--- config.mk ---
export PLATFORM = sky130hd
export DESIGN_NAME = pks_ctrl
export DESIGN_NICKNAME = d
export VERILOG_FILES = /design/src/rtl/core/pks_pkg.sv /design/src/rtl/core/pks_ctrl.sv
export SDC_FILE = /design/constraint.sdc
export NUM_CORES = 1
export LEC_CHECK = 0
export BUFFER_PORTS_ARGS = -buffer_cell sky130_fd_sc_hd__buf_2
export CAP_MARGIN = 20
export CORE_AREA = 2 2 39 41
export CTS_CLUSTER_SIZE = 40
export DETAILED_ROUTE_END_ITERATION = 8
export DIE_AREA = 0 0 41 43
export HOLD_SLACK_MARGIN = 0.03
export PLACE_DENSITY = 0.69
export SETUP_SLACK_MARGIN = 0.05
export SLEW_MARGIN = 15
export SYNTH_ARGS = -nofsm -noshare
export SYNTH_HDL_FRONTEND = slang
export SYNTH_SLANG_ARGS = --single-unit
--- constraint.sdc ---
create_clock -name clk -period 1.34 [get_ports clk]
set_input_delay 0.067 -clock clk [delete_from_list [all_inputs] [get_ports clk]]
set_output_delay 0.067 -clock clk [all_outputs]
set_load 0.005 [all_outputs]
--- src/rtl/core/pks_pkg.sv ---
// Shared codes, state encoding and controller/datapath interface types.
package pks_pkg;

    // Operation codes on func
    localparam logic [1:0] FN_INSERT = 2'd0;
    localparam logic [1:0] FN_SEARCH = 2'd1;
    localparam logic [1:0] FN_DELETE = 2'd2;

    // Result codes on status
    localparam logic [1:0] ST_OK        = 2'd0;
    localparam logic [1:0] ST_NOT_FOUND = 2'd1;
    localparam logic [1:0] ST_ORDER     = 2'd2;
    localparam logic [1:0] ST_FULL      = 2'd3;

    // Reserved key value
    localparam logic [31:0] KEY_INVALID = 32'hFFFF_FFFF;

    typedef enum logic [3:0] {
        S_IDLE,
        S_DECODE,
        S_INS,
        S_PG_ISSUE,
        S_PG_WAIT,
        S_REC_SETUP,
        S_REC_ISSUE,
        S_REC_WAIT,
        S_HIT,
        S_RESP
    } pks_state_t;

    // Commands from controller to datapath
    typedef struct packed {
        logic load;       // latch a new item
        logic ins;        // perform insert
        logic pg_issue;   // first page table probe
        logic pg_step;    // evaluate page probe, maybe issue next
        logic rec_setup;  // set up record search in chosen page
        logic rec_issue;  // first record probe
        logic rec_step;   // evaluate record probe, maybe issue next
        logic hit;        // act on the matched record
        logic out_load;   // move result into the output register
    } pks_cmd_t;

    // Status from datapath to controller
    typedef struct packed {
        logic op_insert;
        logic op_lookup;
        logic store_empty;
        logic pg_hit;
        logic pg_end;
        logic rec_hit;
        logic rec_end;
    } pks_stat_t;

endpackage

--- src/rtl/core/pks_ctrl.sv ---
// Sequencer for insert, page search, record search and result hand-off.
module pks_ctrl (
    input  logic                clk,
    input  logic                rst_n,
    input  logic                in_valid,
    output logic                in_ready,
    output logic                out_valid,
    input  logic                out_ready,
    input  pks_pkg::pks_stat_t  stat,
    output pks_pkg::pks_cmd_t   cmd
);
    import pks_pkg::*;

    pks_state_t state_reg;
    pks_state_t state_next;
    logic       out_valid_reg;
    logic       out_valid_next;
    logic       out_free;

    assign out_free = !out_valid_reg || out_ready;

    // Advance state
    always_ff @(posedge clk or negedge rst_n)
    begin
        if (!rst_n)
        begin
            state_reg     <= S_IDLE;
            out_valid_reg <= 1'b0;
        end
        else
        begin
            state_reg     <= state_next;
            out_valid_reg <= out_valid_next;
        end
    end

    // Next state
    always_comb
    begin
        state_next = state_reg;
        unique case (state_reg)
            S_IDLE:
            begin
                if (in_valid)
                begin
                    state_next = S_DECODE;
                end
            end
            S_DECODE:
            begin
                if (stat.op_insert)
                begin
                    state_next = S_INS;
                end
                else if (stat.op_lookup && !stat.store_empty)
                begin
                    state_next = S_PG_ISSUE;
                end
                else
                begin
                    state_next = S_RESP;
                end
            end
            S_INS:       state_next = S_RESP;
            S_PG_ISSUE:  state_next = S_PG_WAIT;
            S_PG_WAIT:
            begin
                if (stat.pg_hit)
                begin
                    state_next = S_REC_SETUP;
                end
                else if (stat.pg_end)
                begin
                    state_next = S_RESP;
                end
            end
            S_REC_SETUP: state_next = S_REC_ISSUE;
            S_REC_ISSUE: state_next = S_REC_WAIT;
            S_REC_WAIT:
            begin
                if (stat.rec_hit)
                begin
                    state_next = S_HIT;
                end
                else if (stat.rec_end)
                begin
                    state_next = S_RESP;
                end
            end
            S_HIT:       state_next = S_RESP;
            S_RESP:
            begin
                if (out_free)
                begin
                    state_next = S_IDLE;
                end
            end
            default:     state_next = S_IDLE;
        endcase
    end

    // Outputs and commands
    always_comb
    begin
        cmd      = '0;
        in_ready = 1'b0;
        unique case (state_reg)
            S_IDLE:
            begin
                in_ready = 1'b1;
                cmd.load = in_valid;
            end
            S_DECODE:    ;
            S_INS:       cmd.ins = 1'b1;
            S_PG_ISSUE:  cmd.pg_issue = 1'b1;
            S_PG_WAIT:   cmd.pg_step = 1'b1;
            S_REC_SETUP: cmd.rec_setup = 1'b1;
            S_REC_ISSUE: cmd.rec_issue = 1'b1;
            S_REC_WAIT:  cmd.rec_step = 1'b1;
            S_HIT:       cmd.hit = 1'b1;
            S_RESP:      cmd.out_load = out_free;
            default:     ;
        endcase
    end

    // Hold the result until taken
    always_comb
    begin
        out_valid_next = out_valid_reg;
        if (cmd.out_load)
        begin
            out_valid_next = 1'b1;
        end
        else if (out_ready)
        begin
            out_valid_next = 1'b0;
        end
    end

    assign out_valid = out_valid_reg;

endmodule

==> results.json, run 1 <==
{
  "status": "complete, but fails checks",
  "violations": "negative setup slack",
  "initial_core_util_pct": 36.3,
  "synth_edf_count": 0,
  "clock-sinks": 5,
  "rsz0062_at_grt": "true",
  "fillers": 100,
  "diodes": 0,
  "seq_area_frac_synth_pct": 24.9,
  "pre_cts_slack_ps": -70.5,
  "hold_class": "input port to flip-flop",
  "endpoint_kind": "primary output",
  "die-width_um": 41,
  "viasPerCell": 5.28,
  "yosysTopAreaCell": "dfrtp_1",
  "cp_top_family": "flip-flops",
  "yosys.cell_types.count": 30,
  "rows": 14,
  "fin_ws_ps": -83.9,
  "final_cell_count_no_fill": 119,
  "yosys-top-cells-area": "dfrtp_1 (25%), mux2i_1 (6.0%), nor2_1 (5.2%), buf_4 (4.5%), buf_6 (4.5%)",
  "die_h_um": 43,
  "critPathRequiredTime_ps": 1270,
  "wl_per_cell_um": 14.8,
  "finalSetupViolCount": 9,
  "finalHoldViolations": 0,
  "min_period_ps": 1420,
  "relSlewSlack_pct": 83.0,
  "syn_to_final_growth_pct": 80.1,
  "grt_pass1_vias": 610,
  "rrSetupSlack_ps": -30,
  "antenna_left": 0,
  "clkTransAtPathRegs_ps": 40,
  "drt-total-wl_mm": 1.77,
  "syn_inst": 61,
  "dp_hpwl_um": 984,
  "dp.cells": 105,
  "synth-async-reset-ratio_pct": 100,
  "finalMaxSlewViolations": 0,
  "power_density_nw_per_um2": 2240,
  "vdd_drop_max_mv": 0.885,
  "largest_reg_flops": 4,
  "clk_latency_ps": 250,
  "htree_num_levels": 1,
  "place_congestion": 0.778,
  "regArea_um2": 129,
  "clock_path_buffers": 2,
  "ios": 22,
  "crit_path_start_kind": "flip-flop",
  "worst-path-buf-inv": 2,
  "core_um2": 1380,
  "path_max_fanout": 7,
  "postLayoutCoreUtil_pct": 65.5,
  "drive_above_1_share_pct": 65.0,
  "vias": 628,
  "post-route-period-util_pct": 106,
  "port_buffers": 21,
  "avgSynthCellArea_um2": 8.25,
  "grt-ovfl-total": 0,
  "fmax_mhz": 702,
  "crit_arrival_ps": 1360,
  "synth_top_area_share_pct": 24.9,
  "multi_input_area_um2": 382,
  "path_cells": "buf_6 > or2b_4 > nor3_2 > buf_2",
  "grt_max_degree": 12,
  "track_usage_pct": 21.5,
  "cts_buffers": 3,
  "critPathKind": "flip-flop to primary output",
  "total_leakage_power_nw": 0.453,
  "syn-num-nets": 72,
  "first_pass_iters": 4,
  "design_area_um2": 906,
  "cts_root_buffer": "clkbuf_4",
  "critPathMaxStageDelay_ps": 420,
  "cp_slowest_cell": "dfrtp_2",
  "yosys_warnings": 0,
  "clock_skew_ps": 1.46,
  "synth_commonest_cells": "nor2_1 (7), dfrtp_1 (5), inv_1 (5)",
  "cts_tree": "built",
  "antenna_found_initial": 0,
  "place_area_um2": 678,
  "ys.flop_type": "dfrtp_1",
  "synth.most_common_cell": "nor2_1",
  "die_area_um2": 1760,
  "drcViolationCount": 0,
  "worst_pin_slew_ps": 254,
  "synth-seq-cells": 5,
  "grt_pass1_wl_mm": 2.58,
  "cap_violations": 0,
  "synth_area_um2": 503,
  "nets": 115,
  "drt_iter0_drc": 16
}
-- metal layers --
layer	vias up	share of wire, %	GRT usage (%)
met2	23	52	38.4
met5	-	0	0
met3	6	4.8	5.24
met4	0	2.9	6.67
li1	298	-	-
met1	301	40	23.0
-- timing repair --
item	CTS	global route
gates resized for setup	22	7
pin swaps	6	2
hold buffers	1	0
setup buffers	8	1
endpoints found under the hold margin	5	0
endpoints found under the setup margin	12	14
-- placed cells by master, fill, tap and decap left out, drive strengths merged --
master,Yosys,final
a21oi,4,4
a22oi,1,1
and2,2,2
and2b,1,1
and3,1,1
and4b,1,1
buf,5,42
clkbuf,0,4
dfrtp,5,5
dlygate4sd3,0,1
inv,5,5
mux2i,3,3
nand2,4,4
nand3b,1,1
nand4bb,1,1
nor2,7,7
nor3,4,4
nor4,1,1
nor4b,1,1
o21ai,5,5
o22a,1,1
o2bb2ai,1,1
o311ai,1,1
o31ai,1,1
or2,1,1
or2b,1,1
or3,1,1
or3b,1,1
xor2,1,1
-- power by group --
part / switching, W / internal, W
sequential: 0.0000918 / 0.000233
combinational: 0.000689 / 0.000831
clock: 0.0000670 / 0.000113
-- logic make-up after synthesis --
| logic type | count (synthesis) | synth area share, % |
|---|---|---|
| and+or+nand+nor | 28 | 34.1 |
| AOI/OAI and AO/OA | 14 | 20.6 |
| buffers and inverters | 10 | 12.7 |
| DFF | 5 | 24.9 |
| muxes | 3 | 5.97 |
| xor gates and xnor gates | 1 | 1.74 |
-- area by class of cell --
type / instances / share of cell area, %
inverters: 5 / 2.35
well taps: 16 / 2.21
repair buffers: 43 / 36.2
clock buffers: 4 / 2.90
flip-flops and latches: 5 / 14.2
multi-input cells: 46 / 42.1
-- worst paths after layout --
check / from / depth (start not counted) / endpoint
min in group asynchronous: rst_n / 2 / out_valid$_DFFE_PN0P_
worst min-delay path: out_ready / 2 / out_valid$_DFFE_PN0P_
worst max-delay path: state_reg[2]$_DFFE_PN0P_ / 4 / cmd[4]
worst min register to register: out_valid$_DFFE_PN0P_ / 2 / out_valid$_DFFE_PN0P_
worst max register to register: state_reg[2]$_DFFE_PN0P_ / 4 / state_reg[3]$_DFFE_PN0P_
max in group asynchronous: rst_n / 2 / state_reg[0]$_DFFE_PN0P_
-- stage by stage --
step	power (W)	hold WS [ps]	TNS (ps)
3_5_place_dp	0.00128	-107	-120
6_report	0.00202	39.8	-373
3_3_place_gp	0.00127	-111	-78.1
2_1_floorplan	0.000966	-229	0
4_1_cts	0.00190	36.6	-229
5_1_grt	0.00215	71.0	-967
(Power assumes the default switching activity.)
==> run 2: changes to the inputs <==
ABC_AREA = 1   (was not set)
PLACE_DENSITY = not set   (was 0.69)
==> run 2 against run 1 <==
Against the previous run: the run now ends clean; sequential power down 3%; hold slack improved by 76 ps; fmax grew 13%; utilization is 20 points lower; routed wire length down 36%; cell count up 0.84%; synthesized cell count increased by 28%; register-to-register slack improved by 210 ps; non-clock buffer count is 20 lower; power shrank 45%; critical path type unchanged; highest routed layer is now met3.
==> results.json, run 2 <==
{
  "port_buffers": 21,
  "cap_violations": 0,
  "avgSynthCellArea_um2": 5.58,
  "die_area_um2": 1760,
  "drive_above_1_share_pct": 38.5,
  "p_comb_share_pct": 55.7,
  "drt-met1-wl_um": 548,
  "seq_area_frac_synth_pct": 28.7,
  "synth_commonest_cells": "nand2_1 (24), nor2_1 (17), inv_1 (12)",
  "hold_depth": 3,
  "critPathKind": "flip-flop to primary output",
  "drcViolationCount": 0,
  "clock_path_buffers": 2,
  "clk_latency_ps": 250,
  "crit_path_start_kind": "flip-flop",
  "post-route-period-util_pct": 94.3,
  "final_cell_count_no_fill": 120,
  "status": "completed",
  "worst_r2r_endpoint": "state_reg[0]$_DFFE_PN0P_",
  "wl_per_cell_um": 9.41,
  "grt_pass1_wl_mm": 1.68,
  "cts_root_buffer": "clkbuf_4",
  "vias": 541,
  "p_int_w": 0.000576,
  "rsz0062_at_grt": "true",
  "synth_area_um2": 435,
  "worst_pin_slew_ps": 181,
  "antenna_left": 0,
  "htree_num_levels": 1,
  "whs_ps": 116,
  "synth-async-reset-ratio_pct": 100,
  "rows": 14,
  "syn_inst": 78,
  "die_h_um": 43,
  "yosys-top-cells-area": "dfrtp_1 (29%), nand2_1 (21%), nor2_1 (15%), inv_1 (10%), nor2_2 (7.2%)",
  "cts_setup_buffers": 0,
  "track_usage_pct": 13.7,
  "syn-num-nets": 89,
  "clock-sinks": 5,
  "drt-total-wl_mm": 1.13,
  "finalMaxSlewViolations": 0,
  "antenna_found_initial": 0,
  "endpoint_kind": "primary output",
  "met2_length_um": 523,
  "grt-ovfl-total": 0,
  "power_w": 0.00112,
  "finalSetupViolCount": 0,
  "crit_arrival_ps": 1200,
  "reg2reg_depth": 6,
  "final.setup.tns_ps": 0,
  "synth_edf_count": 0,
  "rrSetupSlack_ps": 180,
  "pwr-share-clk_pct": 16.1,
  "synth.most_common_cell": "nand2_1",
  "yosys_warnings": 0,
  "dp_hpwl_um": 943,
  "die-width_um": 41,
  "p_sw_w": 0.000543,
  "design_area_um2": 629,
  "nets": 116,
  "initial_core_util_pct": 31.5,
  "power_density_nw_per_um2": 1780,
  "place_area_um2": 553,
  "ys.flop_type": "dfrtp_1",
  "met3RoutedLength_um": 57,
  "hold_class": "input port to flip-flop",
  "whs_endpoint": "state_reg[2]$_DFFE_PN0P_",
  "synth_top_area_share_pct": 28.7,
  "clkTransAtPathRegs_ps": 40,
  "r2r-start": "state_reg[1]$_DFFE_PN0P_",
  "p_sw_share_pct": 48.5,
  "drt_iter0_drc": 11,
  "min_period_ps": 1260,
  "path_max_fanout": 5,
  "grt_max_degree": 7,
  "vdd_drop_max_mv": 0.652,
  "critPathRequiredTime_ps": 1270,
  "hp-start": "stat[3]",
  "ios": 22,
  "first_pass_iters": 4,
  "relSlewSlack_pct": 87.8,
  "grt_pass1_vias": 455,
  "fmax_mhz": 792,
  "core_um2": 1380,
  "synth-seq-cells": 5,
  "largest_reg_flops": 4,
  "viasPerCell": 4.51,
  "yosys.cell_types.count": 12,
  "dp.cells": 114,
  "clock_skew_ps": 3.02,
  "final_common_cell": "nand2_1",
  "dr.max_layer_used": "met3",
  "place_congestion": 0.818,
  "fillers": 153,
  "yosysTopAreaCell": "dfrtp_1",
  "total_leakage_power_nw": 0.403,
  "finalHoldViolations": 0,
  "power_frac_seq_pct": 28.2,
  "syn_to_final_growth_pct": 44.5,
  "diodes": 0,
  "cts_buffers": 3,
  "cts_tree": "built",
  "final_cell_mix": "nand2_1 (23), buf_2 (21), nor2_1 (16)"
}
[run 2: cell types whose count changed after synthesis, sizes merged, moves of 2 or more]
cell,change
a21oi,-4
and2,-2
buf,-4
inv,+10
mux2i,-3
nand2,+20
nand3,+6
nor2,+15
nor3,-2
o21ai,-3
[run 2: how the worst max path moves through the flow]
stage                                   startpoint                       end  cells past startpoint
final                     state_reg[1]$_DFFE_PN0P_                    cmd[0]                      4
after global routing      state_reg[0]$_DFFE_PN0P_                    cmd[0]                      5
after CTS                 state_reg[2]$_DFFE_PN0P_                    cmd[3]                      5
after detailed placement  state_reg[1]$_DFFE_PN0P_  state_reg[0]$_DFFE_PN0P_                      6
after global placement    state_reg[1]$_DFFE_PN0P_  state_reg[3]$_DFFE_PN0P_                      6
after floorplan           state_reg[1]$_DFFE_PN0P_  state_reg[0]$_DFFE_PN0P_                      6
[run 2: through the flow]
step                setup WS (ps)  util [%]
floorplan                     310         -
global placement              184      40.0
detailed placement            189      40.0
CTS                          30.5      43.3
global route                 12.7      45.5
finish                       76.9      45.5
[run 2: what timing repair did]
action | in CTS | in global routing
gates cloned | 0 | 0
hold buffers | 2 | 0
pin swaps | 0 | 3
hold endpoints to repair | 6 | 0
resized for setup | 0 | 10
endpoints found under the setup margin | 2 | 9
[run 2: layout make-up]
type	count	area, µm²	area share [%]
multi-input cells	57	272	43.1
flip-flops and latches	5	130	20.7
repair buffers	23	125	19.9
inverters	15	56.3	8.95
clock buffers	4	26.3	4.17
well taps	16	20.0	3.18
[run 2: critical path, cell delays in order, from the launching register on]
cell and delay (ps):
dfrtp_2 450, nor2_2 200, nand2_1 90, nor2_1 90, buf_2 120
[run 2: kinds of logic (layout without fill, tap and decap cells)]
family	Yosys count	count (layout)	synth area share, %
simple gates	55	55	54.3
buf+inv	16	42	14.7
flops	5	5	28.7
compound gates	2	2	2.30
[run 2: power by group through the flow]
stage	clock network [W]	logic [W]	registers [W]
5_1_grt	0.000190	0.000697	0.000327
2_1_floorplan	0	0.000413	0.000274
6_report	0.000180	0.000623	0.000316
4_1_cts	0.000185	0.000586	0.000285
3_5_place_dp	0	0.000579	0.000287
3_3_place_gp	0	0.000575	0.000285
[run 2: per-layer routing]
metal / vias up / global-route usage (%)
met5: - / 0
met2: 14 / 21.3
li1: 283 / -
met3: 0 / 4.71
met1: 244 / 17.6
met4: 0 / 3.33
==> run 3: changes to the inputs <==
BUFFER_PORTS_ARGS = -buffer_cell sky130_fd_sc_hd__clkbuf_2   (was -buffer_cell sky130_fd_sc_hd__buf_2)
==> run 3 against run 2 <==
Against the previous run: register-to-register slack got worse by 70 ps; global-route usage rose by 1.8 points; largest cell class unchanged; sequential power rose by 5%; utilization rose by 3.2 points.
==> results.json, run 3 (synthesis results as in run 2) <==
{
  "diodes": 0,
  "antenna_found_initial": 0,
  "critPathRequiredTime_ps": 1270,
  "track_usage_pct": 15.5,
  "cp_slowest_cell": "dfrtp_2",
  "clock_path_buffers": 2,
  "worst_pin_slew_ps": 203,
  "largest_reg_flops": 4,
  "hold_depth": 3,
  "hold_class": "input port to flip-flop",
  "power_w": 0.00124,
  "clock_skew_ps": 6.22,
  "grt_most_used_layer": "met2",
  "crit_path_start_kind": "flip-flop",
  "post-route-period-util_pct": 96.3,
  "cts_root_buffer": "clkbuf_4",
  "path_cells": "inv_2 > nor2_4 > nand2_2 > nor2_2 > clkbuf_2",
  "syn_to_final_growth_pct": 54.6,
  "relSlewSlack_pct": 86.3,
  "critPathMaxStageDelay_ps": 420,
  "drt-total-wl_mm": 1.21,
  "r2r-start": "state_reg[0]$_DFFE_PN0P_",
  "cp-startpoint": "state_reg[2]$_DFFE_PN0P_",
  "drt_iter0_drc": 8,
  "dp.cells": 114,
  "rrSetupSlack_ps": 110,
  "rsz0062_at_grt": "true",
  "gr-usage-met3_pct": 5.24,
  "dp_hpwl_um": 907,
  "die_h_um": 43,
  "grt_pass1_wl_mm": 1.92,
  "power_density_nw_per_um2": 1840,
  "die-width_um": 41,
  "final.setup.tns_ps": 0,
  "final_cell_mix": "nand2_1 (19), clkbuf_2 (19), nor2_1 (15)",
  "finalHoldViolations": 0,
  "cts_tree": "built",
  "grt-ovfl-total": 0,
  "final_cell_count_no_fill": 123,
  "port_buffers": 21,
  "cp_top_family": "flip-flops",
  "wl_per_cell_um": 9.80,
  "vias": 555,
  "crit_arrival_ps": 1220,
  "cap_violations": 0,
  "htree_num_levels": 1,
  "antenna_left": 0,
  "total_leakage_power_nw": 0.416,
  "critPathKind": "flip-flop to primary output",
  "worst-path-buf-inv": 2,
  "vdd_drop_max_mv": 0.782,
  "viasPerCell": 4.51,
  "drive_above_1_share_pct": 46.7,
  "finalMaxSlewViolations": 0,
  "nets": 119,
  "ios": 22,
  "reg2reg_depth": 9,
  "endpoint_kind": "primary output",
  "fmax_mhz": 775,
  "clk_latency_ps": 250,
  "grt_max_degree": 7,
  "grtUsageMet2_pct": 23.4,
  "status": "completed",
  "clkTransAtPathRegs_ps": 50,
  "grt_pass1_vias": 493,
  "whs_ps": 89.1,
  "whs_endpoint": "state_reg[2]$_DFFE_PN0P_",
  "worst_r2r_endpoint": "state_reg[0]$_DFFE_PN0P_",
  "initial_core_util_pct": 31.5,
  "grt_use_met1_pct": 20.9,
  "first_pass_iters": 4,
  "hp-start": "stat[3]",
  "die_area_um2": 1760,
  "core_um2": 1380,
  "finalSetupViolCount": 0,
  "rows": 14,
  "path_max_fanout": 4,
  "min_period_ps": 1290,
  "drcViolationCount": 0,
  "clock-sinks": 5,
  "place_congestion": 0.831,
  "cts_buffers": 3
}
## run 3: cell types whose count changed in the layout (fill, tap and decap cells not counted), moves of 3 or more
cell and delta:
buf_2 -19, clkbuf_2 +19, nand2_1 -4, nand2_2 +4, buf_4 +3
## run 3: repair_timing
| action | in CTS | in global routing |
|---|---|---|
| hold buffers | 2 | 0 |
| endpoints found under the setup margin | 3 | 12 |
| buffers inserted | 0 | 3 |
| cloned | 0 | 0 |
| resized for setup | 2 | 18 |
| pin swaps | 0 | 9 |
| endpoints found under the hold margin | 6 | 0 |
## run 3: tightest hold or removal path, stage by stage
cell      delay, ps
clkbuf_2        100
nand2_1          60
nand4_1          80
## run 3: final cells by class
cell class | instances | area, µm²
Fill cell | 146 | 711
Multi-Input combinational cell | 57 | 289
Timing Repair Buffer | 26 | 148
Sequential cell | 5 | 130
Inverter | 15 | 58.8
Clock buffer | 3 | 22.5
Tap cell | 16 | 20.0
Clock inverter | 1 | 5.00
## run 3: where the power goes
part	switching, W	internal (W)	leakage [nW]	total, W
Combinational	0.000424	0.000299	0.338	0.000723
Sequential	0.000111	0.000222	0.0595	0.000333
Clock	0.0000716	0.000109	0.0177	0.000180
Total	0.000607	0.000629	0.416	0.00124
## run 3: worst max-delay path by stage
| stage | cells past startpoint | to | slack, ps |
|---|---|---|---|
| 5_1_grt | 4 | cmd[4] | -3 |
| 2_1_floorplan | 6 | state_reg[0]$_DFFE_PN0P_ | 310 |
| 4_1_cts | 4 | cmd[8] | 40 |
| 3_5_place_dp | 7 | state_reg[0]$_DFFE_PN0P_ | 190 |
| 6_report | 5 | cmd[3] | 50 |
| 3_3_place_gp | 6 | state_reg[3]$_DFFE_PN0P_ | 180 |
## run 3: routing by layer
metal	share of wire, %	wire, µm
met5	0	0
met4	1.2	14
met3	5.9	71
met2	47	565
met1	46	553
## run 3: stage by stage
step                setup WS (ps)  instance area [µm²]  util, %
floorplan                     310                  435        -
global placement              177                  553     40.0
detailed placement            193                  553     40.0
CTS                          37.0                  607     43.9
global route                -2.92                  673     48.6
finish                       50.0                  673     48.6
